**config.mk**
```make
export PLATFORM = sky130hd
export DESIGN_NAME = grc_div
export DESIGN_NICKNAME = d
export VERILOG_FILES = /design/src/rtl/grc_pkg.sv /design/src/rtl/grc_div.sv
export SDC_FILE = /design/constraint.sdc
export NUM_CORES = 1
export LEC_CHECK = 0
export ABC_CLOCK_PERIOD_IN_PS = 3000
export BUFFER_PORTS_ARGS = -buffer_cell sky130_fd_sc_hd__buf_2
export CORE_ASPECT_RATIO = 1.5
export CORE_MARGIN = 3
export CORE_UTILIZATION = 46
export DETAILED_ROUTE_END_ITERATION = 8
export GPL_ROUTABILITY_DRIVEN = 1
export GPL_TIMING_DRIVEN = 0
export PLACE_DENSITY = 0.68
export SETUP_SLACK_MARGIN = 0.5
export SLEW_MARGIN = 20
export SYNTH_ARGS = -nofsm -noshare
export SYNTH_HDL_FRONTEND = slang
export SYNTH_SLANG_ARGS = --single-unit
```
**constraint.sdc**
```tcl
create_clock -name clk -period 3 [get_ports clk]
set_input_delay 0.3 -clock clk [delete_from_list [all_inputs] [get_ports clk]]
set_output_delay 0.3 -clock clk [all_outputs]
set_load 0.05 [all_outputs]
```
**src/rtl/grc_pkg.sv**
```systemverilog
package grc_pkg;

    localparam int GRID_COLS_DEF = 64;
    localparam int GRID_ROWS_DEF = 64;
    localparam int MAX_STEPS_DEF = 64;
    localparam int TEX_SIZE_DEF  = 64;

    // shared divider: 48-bit dividend, 32-bit divisor
    localparam int DIV_W = 48;
    localparam int DVS_W = 32;

    localparam logic [50:0] SIDE_INF = {1'b1, 50'd0};

    localparam logic REQ_CAST  = 1'b0;
    localparam logic REQ_WRITE = 1'b1;

    localparam logic [2:0] REG_CAM_POS_X   = 3'd0;
    localparam logic [2:0] REG_CAM_POS_Y   = 3'd1;
    localparam logic [2:0] REG_VIEW_DIR_X  = 3'd2;
    localparam logic [2:0] REG_VIEW_DIR_Y  = 3'd3;
    localparam logic [2:0] REG_CAM_PLANE_X = 3'd4;
    localparam logic [2:0] REG_CAM_PLANE_Y = 3'd5;
    localparam logic [2:0] REG_SCREEN_W    = 3'd6;
    localparam logic [2:0] REG_SCREEN_H    = 3'd7;

    typedef struct packed {
        logic             start;
        logic [DIV_W-1:0] dividend;
        logic [DVS_W-1:0] divisor;
    } div_req_t;

    typedef struct packed {
        logic             busy;
        logic [DIV_W-1:0] quo;
        logic             rem_nz;
    } div_rsp_t;

endpackage

```
**src/rtl/grc_div.sv**
```systemverilog
module grc_div (
    input  logic              clk,
    input  logic              rst_n,
    input  grc_pkg::div_req_t req,
    output grc_pkg::div_rsp_t rsp
);
    import grc_pkg::*;

    localparam int CW = $clog2(DIV_W + 1);

    logic             busy_reg;
    logic [CW-1:0]    cnt_reg;
    logic [DIV_W-1:0] q_reg;
    logic [DVS_W-1:0] rem_reg;
    logic [DVS_W-1:0] dvs_reg;

    logic [DVS_W:0] shifted;
    logic [DVS_W:0] trial;

    // restoring division, one quotient bit per cycle
    assign shifted = {rem_reg, q_reg[DIV_W-1]};
    assign trial   = shifted - {1'b0, dvs_reg};

    always_ff @(posedge clk or negedge rst_n)
    begin
        if (!rst_n)
        begin
            busy_reg <= 1'b0;
            cnt_reg  <= '0;
        end
        else if (req.start)
        begin
            busy_reg <= 1'b1;
            cnt_reg  <= CW'(DIV_W);
        end
        else if (busy_reg)
        begin
            cnt_reg <= cnt_reg - 1'b1;
            if (cnt_reg == CW'(1))
            begin
                busy_reg <= 1'b0;
            end
        end
    end

    always_ff @(posedge clk)
    begin
        if (req.start)
        begin
            q_reg   <= req.dividend;
            rem_reg <= '0;
            dvs_reg <= req.divisor;
        end
        else if (busy_reg)
        begin
            if (!trial[DVS_W])
            begin
                rem_reg <= trial[DVS_W-1:0];
                q_reg   <= {q_reg[DIV_W-2:0], 1'b1};
            end
            else
            begin
                rem_reg <= shifted[DVS_W-1:0];
                q_reg   <= {q_reg[DIV_W-2:0], 1'b0};
            end
        end
    end

    assign rsp.busy   = busy_reg;
    assign rsp.quo    = q_reg;
    assign rsp.rem_nz = |rem_reg;

endmodule

```
; ---- Word-level counts from Yosys, hierarchy flattened
; Index checks and enable logic that the tools add are counted.
[totals]
register_bits = 119
input_bits = 83
[classes]
add_sub_neg = 2
n_eq_ne = 1
n_mux = 9
reduce_logical = 2
[op_table]
columns = op, count
row1 = 48-bit 2-to-1 mux, 2
row2 = 33-bit by 32-bit subtractor with 33-bit output, 1
row3 = 32-bit 2-to-1 mux, 1
row4 = 32-bit OR reduction, 1
row5 = 6-bit 2-to-1 mux, 2
row6 = 6-bit by 1-bit == test with 1-bit output (second input constant), 1
row7 = 6-bit by 1-bit subtractor with 6-bit output (second input constant), 1
row8 = 1-bit 2-to-1 mux, 4
row9 = 2-bit nonzero test, 1

; ---- Logic depth before layout (Yosys ltp)
; Gate-level depths: netlist of the first run.
[logic_depth]
ltp_word = 4
depth_mapped = 12
ltp_nobuf = 11

; ---- Least setup slack after synthesis of the first run
; Ideal clock, no wire load.
[synth_path]
path_type = reg-to-reg
startpoint = register q_reg[47]
endpoint = register rem_reg[22]
setup_ns = 0.089
arrival_time_ns = 3.040
slack_ns = -0.129
path_stages_with_launch = 13
cell_sequence = edfxtp_1 > inv_1 > ha_1 > fa_1 > nor2b_1 > o2111ai_1 > a31oi_2 > o21ai_2 > a211o_1 > a21oi_4 > buf_4 > o21ai_1 > a311oi_2
[synth_between]
elab_chain_len = 2
[synth_lines]
columns = item, line
row1 = from (decl), grc_div.sv:13  ; logic [DIV_W-1:0] q_reg;
row2 = from (signal assigned), grc_div.sv:50  ; q_reg <= req.dividend;
row3 = from (signal assigned), grc_div.sv:59  ; q_reg <= {q_reg[DIV_W-2:0], 1'b1};
row4 = from (signal assigned), grc_div.sv:64  ; q_reg <= {q_reg[DIV_W-2:0], 1'b0};
row5 = 33-bit by 32-bit subtractor with 33-bit output, grc_div.sv:22  ; assign trial = shifted - {1'b0, dvs_reg};
row6 = 32-bit 2-to-1 mux, grc_div.sv:56  ; if (!trial[DVS_W])
row7 = to (signal assigned), grc_div.sv:58  ; rem_reg <= trial[DVS_W-1:0];
row8 = to (signal assigned), grc_div.sv:63  ; rem_reg <= shifted[DVS_W-1:0];
row9 = to (decl), grc_div.sv:14  ; logic [DVS_W-1:0] rem_reg;
; Every way passes these cells.
; A chain may end at the register's enable or synchronous reset.

; ---- Worst setup path after layout of the first run
[layout_path]
startpoint = register dvs_reg[0]
endpoint = register rem_reg[18]
[layout_between]
elab_chain_len = 2
[layout_lines]
columns = item, line
row1 = from (decl), grc_div.sv:15  ; logic [DVS_W-1:0] dvs_reg;
row2 = from (signal assigned), grc_div.sv:52  ; dvs_reg <= req.divisor;
row3 = 33-bit by 32-bit subtractor with 33-bit output, grc_div.sv:22
row4 = 32-bit 2-to-1 mux, grc_div.sv:56
; Every way passes these cells.

==> metrics.md, run 1 <==
| Metric | Value |
|---|---|
| Status | `finished, final reports clean` |
| Worst Tran Pin Value | `712 ps` |
| RSZ-0062 raised after global routing | `true` |
| Root Buffer Master | `clkbuf_16` |
| Mapped Nets | `781` |
| EDFF count, synth | `80` |
| # H-tree levels | `4` |
| Synth-to-layout area growth | `26.8%` |
| Wire per inst | `18.6 µm` |
| Residual DRC | `0` |
| Largest net degree at the start of global routing | `35` |
| TritonCTS clock tree | `yes` |
| CTS max path bufs | `2` |
| Worst Setup End Kind | `flip-flop` |
| Buffers on Ports | `132` |
| Tot GR Track Use | `23.4%` |
| Detail Route Antenna Nets | `0` |
| Slew HR | `52.5%` |
| First-pass GRT wire length | `30800 µm` |
| Via density | `5.84` |
| Final setup vio count | `0` |
| IO Pins | `133` |
| Ys Warns | `0` |
| Max frequency | `0.334 GHz` |
| Routability-driven placement congestion ratio | `0.888` |
| CP Max Fanout | `10` |
| FF-to-FF Start | `dvs_reg[0]$_DFFE_PP_` |
| Tot Pwr | `8.24 mW` |
| Hold worst-path end | `dvs_reg[21]$_DFFE_PP_` |
| Seq/Total Area, Yosys | `46.3%` |
| Total CTS buffers | `17` |
| Fin Clk Skew | `7.74 ps` |
| Die H | `157 µm` |
| Die width | `106 µm` |
| Startpoint types | `flip-flop` |
| Die area | `16700 µm²` |
| Reg2reg end | `rem_reg[18]$_SDFFE_PP0P_` |
| HPWL after DPL | `14000 µm` |
| Max reg flops | `48` |
| Core footprint | `14700 µm²` |
| Number of global-route vias before repair | `6311` |
| Leakage | `3.72 nW` |
| Max-slew violation total from the final report | `0` |
| Hold Path Class | `input port to flip-flop` |
| DR vias | `6052` |
| R2R depth | `11` |
| Final period util | `99.8%` |
| R2R Setup Slk | `5 ps` |
| Cells on Worst Hold Path | `1` |
| Max Cap Viol | `0` |
| Cell family with most CP delay | `compound AO/OA/AOI/OAI gates` |
| Slowest-stage cell, CP | `edfxtp_1` |
| Fillers | `1248` |
| Synth Flop Type | `edfxtp_1` |
| Post-Syn Area | `6950 µm²` |
| Syn_area_per_cell | `10.5 µm²` |
| Number of synthesized register bits | `119` |
| Initial DRC Count | `347` |
| Final net count | `945` |
| Critical path class | `flip-flop to flip-flop` |
| Cell Pwr Density | `935 nW/µm²` |
| Syn Inst Count | `663` |
| Worst path max stage delay | `410 ps` |
| Starting Density | `47.4%` |
| Max rail drop VDD | `497 µV` |
| Clk slew on worst S/H paths | `60 ps` |
| Drt pass-1 iters | `5` |
| WP data arrival | `3320 ps` |
| Share of layout cells above drive strength 1 | `35.1%` |
| WL final | `19300 µm` |
| Min-delay src | `req[21]` |
| Hold_ws | `51.0 ps` |
| Clk sinks | `119` |
| Crit-path cells | `ha_4 -> fa_2 -> nor2b_4 -> o2111ai_4 -> a31oi_4 -> o21ai_4 -> a211o_4 -> a21oi_4 -> buf_6 -> o21ai_1 -> a311oi_2` |
| Distinct cell type count after synthesis | `62` |
| Worst path required time | `3330 ps` |
| Crit path buf inv count | `1` |
| Final min period | `2990 ps` |
| Clk_lat worst skew | `420 ps` |
| Fraction of registers with async set/reset | `5.88%` |
| Final Hold Vio Count | `0` |
| GR Overflow Total | `0` |
| Cell Rows | `54` |
| Initial antenna violation count | `1` |
-- per-layer routing --
metal | GRT usage [%] | vias up | wire length [µm]
met5 | 0 | - | 0
met4 | 14.4 | 0 | 903
met3 | 5.37 | 63 | 1020
met2 | 41.8 | 233 | 10400
met1 | 24.8 | 2917 | 6940
li1 | - | 2839 | -
-- area by class of cell --
cell class,count,area (µm²),area share (%)
diodes,1,2.50,0.0284
multi-input cells,458,3580,40.6
clock buffers,20,458,5.19
well taps,196,245,2.78
plain buffers,38,210,2.38
inverters,48,180,2.04
repair buffers,145,779,8.84
flip-flops and latches,119,3220,36.5
clock inverters,12,140,1.59
-- kinds of logic after synthesis --
group,synth area share (%)
AND/OR/NAND/NOR,11.4
AO/OA/AOI/OAI,19.2
flip-flops,46.3
adder cells (fa/ha/maj),6.41
XOR/XNOR,3.90
multiplexers,7.75
buffers and inverters,5.02
-- per-stage QoR --
| stage | cells | util, % | instance area, µm² | worst slack (ps) | TNS (ps) |
|---|---|---|---|---|---|
| global route | 1037 | 60.1 | 8820 | -103 | -1940 |
| CTS | 1030 | 59.1 | 8660 | 71.4 | 0 |
| finish | 1037 | 60.1 | 8820 | 5.15 | 0 |
| global placement | 991 | 53.7 | 7880 | -1000 | -52690 |
| floorplan | 663 | - | 6970 | -37.4 | -626 |
| detailed placement | 992 | 53.9 | 7900 | -277 | -13300 |
-- power breakdown --
part           leakage (nW)  internal [mW]  switching (mW)  total [mW]
Combinational          2.26           1.45            2.27        3.73
Sequential             1.16           2.09           0.343        2.43
Clock                 0.291           1.29           0.798        2.08
-- worst max path at each step --
stage	from	slack (ps)	to	depth (start not counted)
6_report	dvs_reg[0]$_DFFE_PP_	5	rem_reg[18]$_SDFFE_PP0P_	11
5_1_grt	dvs_reg[0]$_DFFE_PP_	-100	rem_reg[20]$_SDFFE_PP0P_	11
4_1_cts	q_reg[47]$_DFFE_PP_	70	rem_reg[18]$_SDFFE_PP0P_	12
3_5_place_dp	rem_reg[3]$_SDFFE_PP0P_	-280	rem_reg[24]$_SDFFE_PP0P_	9
3_3_place_gp	req[80]	-1000	q_reg[3]$_DFFE_PP_	5
2_1_floorplan	q_reg[47]$_DFFE_PP_	-40	rem_reg[10]$_SDFFE_PP0P_	12
-- placed cells by master, fill, tap and decap left out, types with 5 or more instances in the layout --
cell type,synthesis,final
buf_2,9,132
edfxtp_1,80,80
mux2_2,47,47
nor2_1,47,47
inv_1,48,46
nand2_1,37,36
ha_1,34,32
dfxtp_1,32,30
a21oi_1,36,28
nand3_1,27,26
clkbuf_1,25,22
o21ai_0,28,22
o21ai_1,18,20
xnor2_1,19,19
clkbuf_16,0,18
buf_4,2,17
a311oi_2,16,17
nor4_1,12,12
xor2_1,12,12
a21o_1,11,11
nand4_1,10,10
a21oi_2,1,8
a31oi_1,10,8
a311oi_1,8,7
nor3_1,9,7
dfrtp_1,7,7
buf_6,1,6
clkbuf_2,0,5
nand2b_1,5,5
-- timing repair --
| item | CTS | global route |
|---|---|---|
| resized for setup | 27 | 32 |
| hold buffers | 1 | 0 |
| hold endpoints to repair | 7 | 0 |
| buffers inserted | 5 | 6 |
| pin swaps | 8 | 10 |
| endpoints found under the setup margin | 81 | 33 |
-- synthesized netlist by cell type (all sizes together), types with 3 or more instances --
library cell,instances,area share [%]
xor2,12,1.5
inv,48,2.6
o311ai,5,0.63
o2111ai,6,0.85
a21o,11,1.2
o311a,3,0.43
o211ai,4,0.43
nand3,27,1.9
a211oi,5,0.61
a21oi,38,3.0
dfxtp,32,9.2
edfxtp,80,35
nand4,10,0.90
a31oi,11,1.1
o31ai,4,0.43
nand2,37,2.0
o32ai,3,0.38
dfrtp,7,2.5
nor2,47,2.5
or3,3,0.27
a311oi,24,4.5
ha,34,6.1
a211o,4,0.50
and4,4,0.50
clkbuf,25,1.3
buf,13,1.1
o21ai,47,3.4
nand2b,5,0.45
xnor2,19,2.4
nor4,12,1.1
o21a,3,0.32
nor3,10,0.88
mux2,47,7.6
Power figures use the tool's default switching activity.
==> run 2: changes to the inputs <==
--- a/constraint.sdc
+++ b/constraint.sdc
@@ -3,2 +3,2 @@
 set_output_delay 0.3 -clock clk [all_outputs]
-set_load 0.05 [all_outputs]
+set_load 0.005 [all_outputs]
==> run 2 against run 1 <==
Global-route usage rose by 0.44 points. First-iteration DRC count up 40%. Register-to-register slack barely moved. Combinational power decreased by 4%. Die area stayed put. Core utilization grew 1.6 points. Critical path type unchanged.
==> metrics.md, run 2 (synthesis gave the netlist of run 1 again) <==
| Metric | Value |
|---|---|
| Status | `finished, final reports clean` |
| Wire per inst | `18.8 µm` |
| Tot Pwr | `8.10 mW` |
| Leakage | `3.81 nW` |
| R2R depth | `13` |
| Worst Tran Pin Value | `771 ps` |
| Detail Route Antenna Nets | `0` |
| Buffers on Ports | `132` |
| Critical path class | `flip-flop to flip-flop` |
| First-pass GRT wire length | `31300 µm` |
| Total CTS buffers | `17` |
| Cell Pwr Density | `895 nW/µm²` |
| Tot GR Track Use | `23.9%` |
| Crit path buf inv count | `3` |
| Slew HR | `48.6%` |
| Ant. Diodes | `0` |
| Max reg flops | `48` |
| Max-slew violation total from the final report | `0` |
| Placed cells | `992` |
| Residual DRC | `0` |
| Hold Path Class | `input port to flip-flop` |
| Worst Setup End Kind | `flip-flop` |
| Via density | `5.85` |
| Max rail drop VDD | `421 µV` |
| CP Max Fanout | `9` |
| RSZ-0062 raised after global routing | `true` |
| Fin area | `9050 µm²` |
| Initial DRC Count | `486` |
| Largest net degree at the start of global routing | `38` |
| Cell family with most CP delay | `compound AO/OA/AOI/OAI gates` |
| Die area | `16700 µm²` |
| Crit-path cells | `inv_1 -> ha_2 -> fa_2 -> nor2b_4 -> o2111ai_4 -> a31oi_4 -> o21ai_4 -> a211o_1 -> a21oi_4 -> buf_12 -> buf_4 -> nor2_4 -> o311a_1` |
| Die width | `106 µm` |
| Cells on Worst Hold Path | `1` |
| Synth-to-layout area growth | `30.1%` |
| Slowest-stage cell, CP | `edfxtp_1` |
| Min-delay src | `req[0]` |
| Starting Density | `47.4%` |
| Routability-driven placement congestion ratio | `0.869` |
| Fin Clk Skew | `8.43 ps` |
| FF-to-FF Start | `q_reg[47]$_DFFE_PP_` |
| Clk sinks | `119` |
| Core footprint | `14700 µm²` |
| WP data arrival | `3300 ps` |
| Max frequency | `0.334 GHz` |
| Initial antenna violation count | `0` |
| Cell Rows | `54` |
| R2R Setup Slk | `9 ps` |
| Final net count | `958` |
| Startpoint types | `flip-flop` |
| Reg2reg end | `rem_reg[21]$_SDFFE_PP0P_` |
| # H-tree levels | `4` |
| Number of global-route vias before repair | `6464` |
| DR vias | `6136` |
| TritonCTS clock tree | `yes` |
| Die H | `157 µm` |
| Commonest cells after routing, fill and taps aside | `buf_2, edfxtp_1, inv_1, mux2_2, nor2_1` |
| Final Hold Vio Count | `0` |
| Final std cells w/o fill | `1049` |
| Max Cap Viol | `0` |
| HPWL after DPL | `13900 µm` |
| Most common cell after layout, fill and taps aside | `buf_2` |
| Worst path required time | `3310 ps` |
| IO Pins | `133` |
| Final setup vio count | `0` |
| Root Buffer Master | `clkbuf_16` |
| Clk slew on worst S/H paths | `60 ps` |
| Drt pass-1 iters | `5` |
| Hold worst-path end | `dvs_reg[0]$_DFFE_PP_` |
| Share of layout cells above drive strength 1 | `37.7%` |
| Clk_lat worst skew | `430 ps` |
| Worst path max stage delay | `380 ps` |
| Final min period | `2990 ps` |
| GR Overflow Total | `0` |
| CTS max path bufs | `2` |
| Placed inst area | `7900 µm²` |
| Final period util | `99.7%` |
| Fillers | `1223` |
| WL final | `19700 µm` |
## run 2: area by class of cell
type	instances	area [µm²]	share of cell area [%]
Clock inverter	14	163	1.80
Sequential cell	119	3220	35.6
Multi-Input combinational cell	458	3670	40.6
Buffer	38	214	2.36
Inverter	48	180	1.99
Timing Repair Buffer	158	922	10.2
Clock buffer	18	429	4.74
Tap cell	196	245	2.71
## run 2: worst max-delay path by stage
stage	startpoint	to	slack [ps]	cells past startpoint
floorplan	q_reg[47]$_DFFE_PP_	rem_reg[10]$_SDFFE_PP0P_	290	12
global placement	req[80]	q_reg[1]$_DFFE_PP_	-910	5
detailed placement	rem_reg[3]$_SDFFE_PP0P_	rem_reg[24]$_SDFFE_PP0P_	-300	9
CTS	q_reg[47]$_DFFE_PP_	rem_reg[18]$_SDFFE_PP0P_	90	13
global route	q_reg[47]$_DFFE_PP_	rem_reg[17]$_SDFFE_PP0P_	-50	13
finish	q_reg[47]$_DFFE_PP_	rem_reg[21]$_SDFFE_PP0P_	9	13
## run 2: layer usage
layer / wire length, µm / GRT usage, % / vias to the layer above
met5: 0 / 0 / -
met4: 963 / 14.4 / 0
met3: 1260 / 5.53 / 78
met2: 10500 / 43.5 / 269
met1: 7000 / 24.6 / 2914
li1: - / - / 2875
## run 2: what timing repair did
item	in CTS	in global routing
pin swaps	21	14
resized for setup	60	29
buffers inserted	15	7
setup endpoints to repair	70	70
gates cloned	1	1
endpoints found under the hold margin	7	0
hold buffers	1	0
## run 2: power breakdown
part           switching [mW]  internal, mW  total [mW]
registers               0.357          2.10        2.45
clock network           0.829          1.24        2.07
logic                    2.05          1.53        3.58
## run 2: through the flow
| stage | utilization [%] | TNS (ps) | hold WS [ps] | setup WS (ps) |
|---|---|---|---|---|
| floorplan | - | 0 | 4.41 | 291 |
| global placement | 53.7 | -48990 | 138 | -911 |
| detailed placement | 53.9 | -11460 | 141 | -295 |
| CTS | 60.5 | 0 | 35.1 | 87.2 |
| global route | 61.7 | -153 | 31.6 | -48.9 |
| finish | 61.7 | 0 | 42.6 | 8.55 |
==> run 3: changes to the inputs <==
Settings changed: SETUP_SLACK_MARGIN 0.5 to unset.
==> run 3 against run 2 <==
Final cell count shrank 1.3%. Combinational power shrank 5.9%. Via count shrank 1.7%. Total power shrank 2.5%. Final area shrank 2.7%. Worst setup slack gained 19 ps. Worst hold slack gained 7.3 ps. Highest routed layer unchanged. Clock skew is essentially flat.
==> metrics.md, run 3 (synthesis gave the netlist of run 1 again) <==
| Metric | Value |
|---|---|
| Status | `finished, final reports clean` |
| Critical path class | `flip-flop to flip-flop` |
| Max-slew violation total from the final report | `0` |
| Slowest-stage cell, CP | `or3_1` |
| Slew HR | `46.4%` |
| Cell family with most CP delay | `compound AO/OA/AOI/OAI gates` |
| Crit path buf inv count | `1` |
| WL met1 | `7050 µm` |
| Crit-path cells | `inv_1 -> ha_2 -> a21o_1 -> a211o_1 -> o2111ai_2 -> o21bai_2 -> o31a_1 -> or3_1 -> a311oi_2 -> o31a_1` |
| Clk_lat worst skew | `420 ps` |
| Cell Rows | `54` |
| Largest net degree at the start of global routing | `35` |
| Max Cap Viol | `0` |
| Die width | `106 µm` |
| Worst path max stage delay | `420 ps` |
| Commonest cells after routing, fill and taps aside | `buf_2, edfxtp_1, inv_1, mux2_2, nor2_1` |
| Leakage | `3.71 nW` |
| Cell Pwr Density | `897 nW/µm²` |
| WP data arrival | `3340 ps` |
| Post-route setup slack | `27.3 ps` |
| Core footprint | `14700 µm²` |
| Routed length on met2 | `10300 µm` |
| Final Hold Vio Count | `0` |
| Initial antenna violation count | `0` |
| Fin Clk Skew | `8.44 ps` |
| Buffers on Ports | `132` |
| Max frequency | `0.336 GHz` |
| Number of global-route vias before repair | `6250` |
| Residual DRC | `0` |
| Root Buffer Master | `clkbuf_16` |
| Pre-CTS WS | `-554 ps` |
| TritonCTS clock tree | `yes` |
| Clk sinks | `119` |
| Max rail drop VDD | `507 µV` |
| WL final | `19300 µm` |
| Worst Tran Pin Value | `804 ps` |
| Synth-to-layout area growth | `26.7%` |
| Wire per inst | `18.7 µm` |
| Share of layout cells above drive strength 1 | `34.8%` |
| Setup TNS | `0 ps` |
| Ant. Diodes | `0` |
| Die H | `157 µm` |
| Worst path required time | `3370 ps` |
| Max reg flops | `48` |
| Via density | `5.83` |
| Met3 wire len | `1080 µm` |
| Drt pass-1 iters | `5` |
| Final period util | `99.1%` |
| Total CTS buffers | `17` |
| Starting Density | `47.4%` |
| Final min period | `2970 ps` |
| CTS max path bufs | `2` |
| Final setup vio count | `0` |
| First-pass GRT wire length | `30300 µm` |
| Hold Path Class | `input port to flip-flop` |
| Most common cell after layout, fill and taps aside | `buf_2` |
| Top layer in use | `met4` |
| Routability-driven placement congestion ratio | `0.871` |
| Worst Setup End Kind | `flip-flop` |
| Die area | `16700 µm²` |
| Final net count | `944` |
| HPWL after DPL | `14200 µm` |
| CP Max Fanout | `4` |
| Most used cell, CP | `o31a_1` |
| Initial DRC Count | `358` |
| DR vias | `6030` |
| Detail Route Antenna Nets | `0` |
| RSZ-0062 raised after global routing | `true` |
| GR Overflow Total | `0` |
| Clk slew on worst S/H paths | `60 ps` |
| Tot GR Track Use | `23.0%` |
| Fin area | `8810 µm²` |
| Placed inst area | `7880 µm²` |
| Startpoint types | `flip-flop` |
| IO Pins | `133` |
| Final design utilization | `60.1%` |
| # H-tree levels | `4` |
[run 3: changes by cell type in the layout (fill, tap and decap cells not counted), moves of 3 or more]
| cell | previous run | this run |
|---|---|---|
| dfxtp_1 | 27 | 31 |
| inv_6 | 6 | 3 |
| buf_6 | 5 | 2 |
| buf_4 | 26 | 16 |
| a21oi_4 | 5 | 2 |
| o21ai_1 | 9 | 15 |
| o21ai_2 | 13 | 7 |
| clkbuf_4 | 0 | 3 |
| clkbuf_2 | 4 | 0 |
| dfxtp_2 | 5 | 1 |
[run 3: final timing paths]
check                                             start  cells after the start                  endpoint  slack [ps]
worst max-delay path               dvs_reg[4]$_DFFE_PP_                     10  rem_reg[29]$_SDFFE_PP0P_          30
worst min-delay path                             req[4]                      1      dvs_reg[4]$_DFFE_PP_          50
worst max register to register     dvs_reg[4]$_DFFE_PP_                     10  rem_reg[29]$_SDFFE_PP0P_          30
worst min register to register  rem_reg[7]$_SDFFE_PP0P_                      2   rem_reg[7]$_SDFFE_PP0P_         530
max in group asynchronous                         rst_n                      2    cnt_reg[1]$_DFFE_PN0P_        2610
min in group asynchronous                         rst_n                      2    cnt_reg[2]$_DFFE_PN0P_         240
[run 3: what timing repair did]
| item | 4_1_cts | 5_1_grt |
|---|---|---|
| buffers inserted | 7 | 5 |
| endpoints found under the hold margin | 7 | 0 |
| cloned | 0 | 2 |
| endpoints found under the setup margin | 33 | 33 |
| hold buffers | 1 | 0 |
| pin swaps | 7 | 19 |
| gates resized for setup | 21 | 34 |
[run 3: final cells by class]
class	count	area, µm²
plain buffers	34	179
clock buffers	18	429
clock inverters	14	174
fillers	1258	5850
inverters	48	180
multi-input cells	458	3560
flip-flops and latches	119	3220
well taps	196	245
repair buffers	148	820
[run 3: power by group]
group	internal, mW	switching (mW)
Clock	1.31	0.795
Sequential	2.09	0.335
Combinational	1.42	1.94
Total	4.83	3.07
[run 3: stage by stage]
step	hold WS (ps)	instances	power [mW]
finish	49.9	1035	7.90
detailed placement	142	992	5.46
global placement	136	991	5.38
floorplan	4.41	663	4.60
CTS	40.6	1031	7.72
global route	39.6	1035	8.32
[run 3: routing by layer]
layer  vias up  track usage [%]
met5         -                0
met4         0             13.3
met3        78             5.82
met2       233             41.5
met1      2877             24.1
li1       2842                -
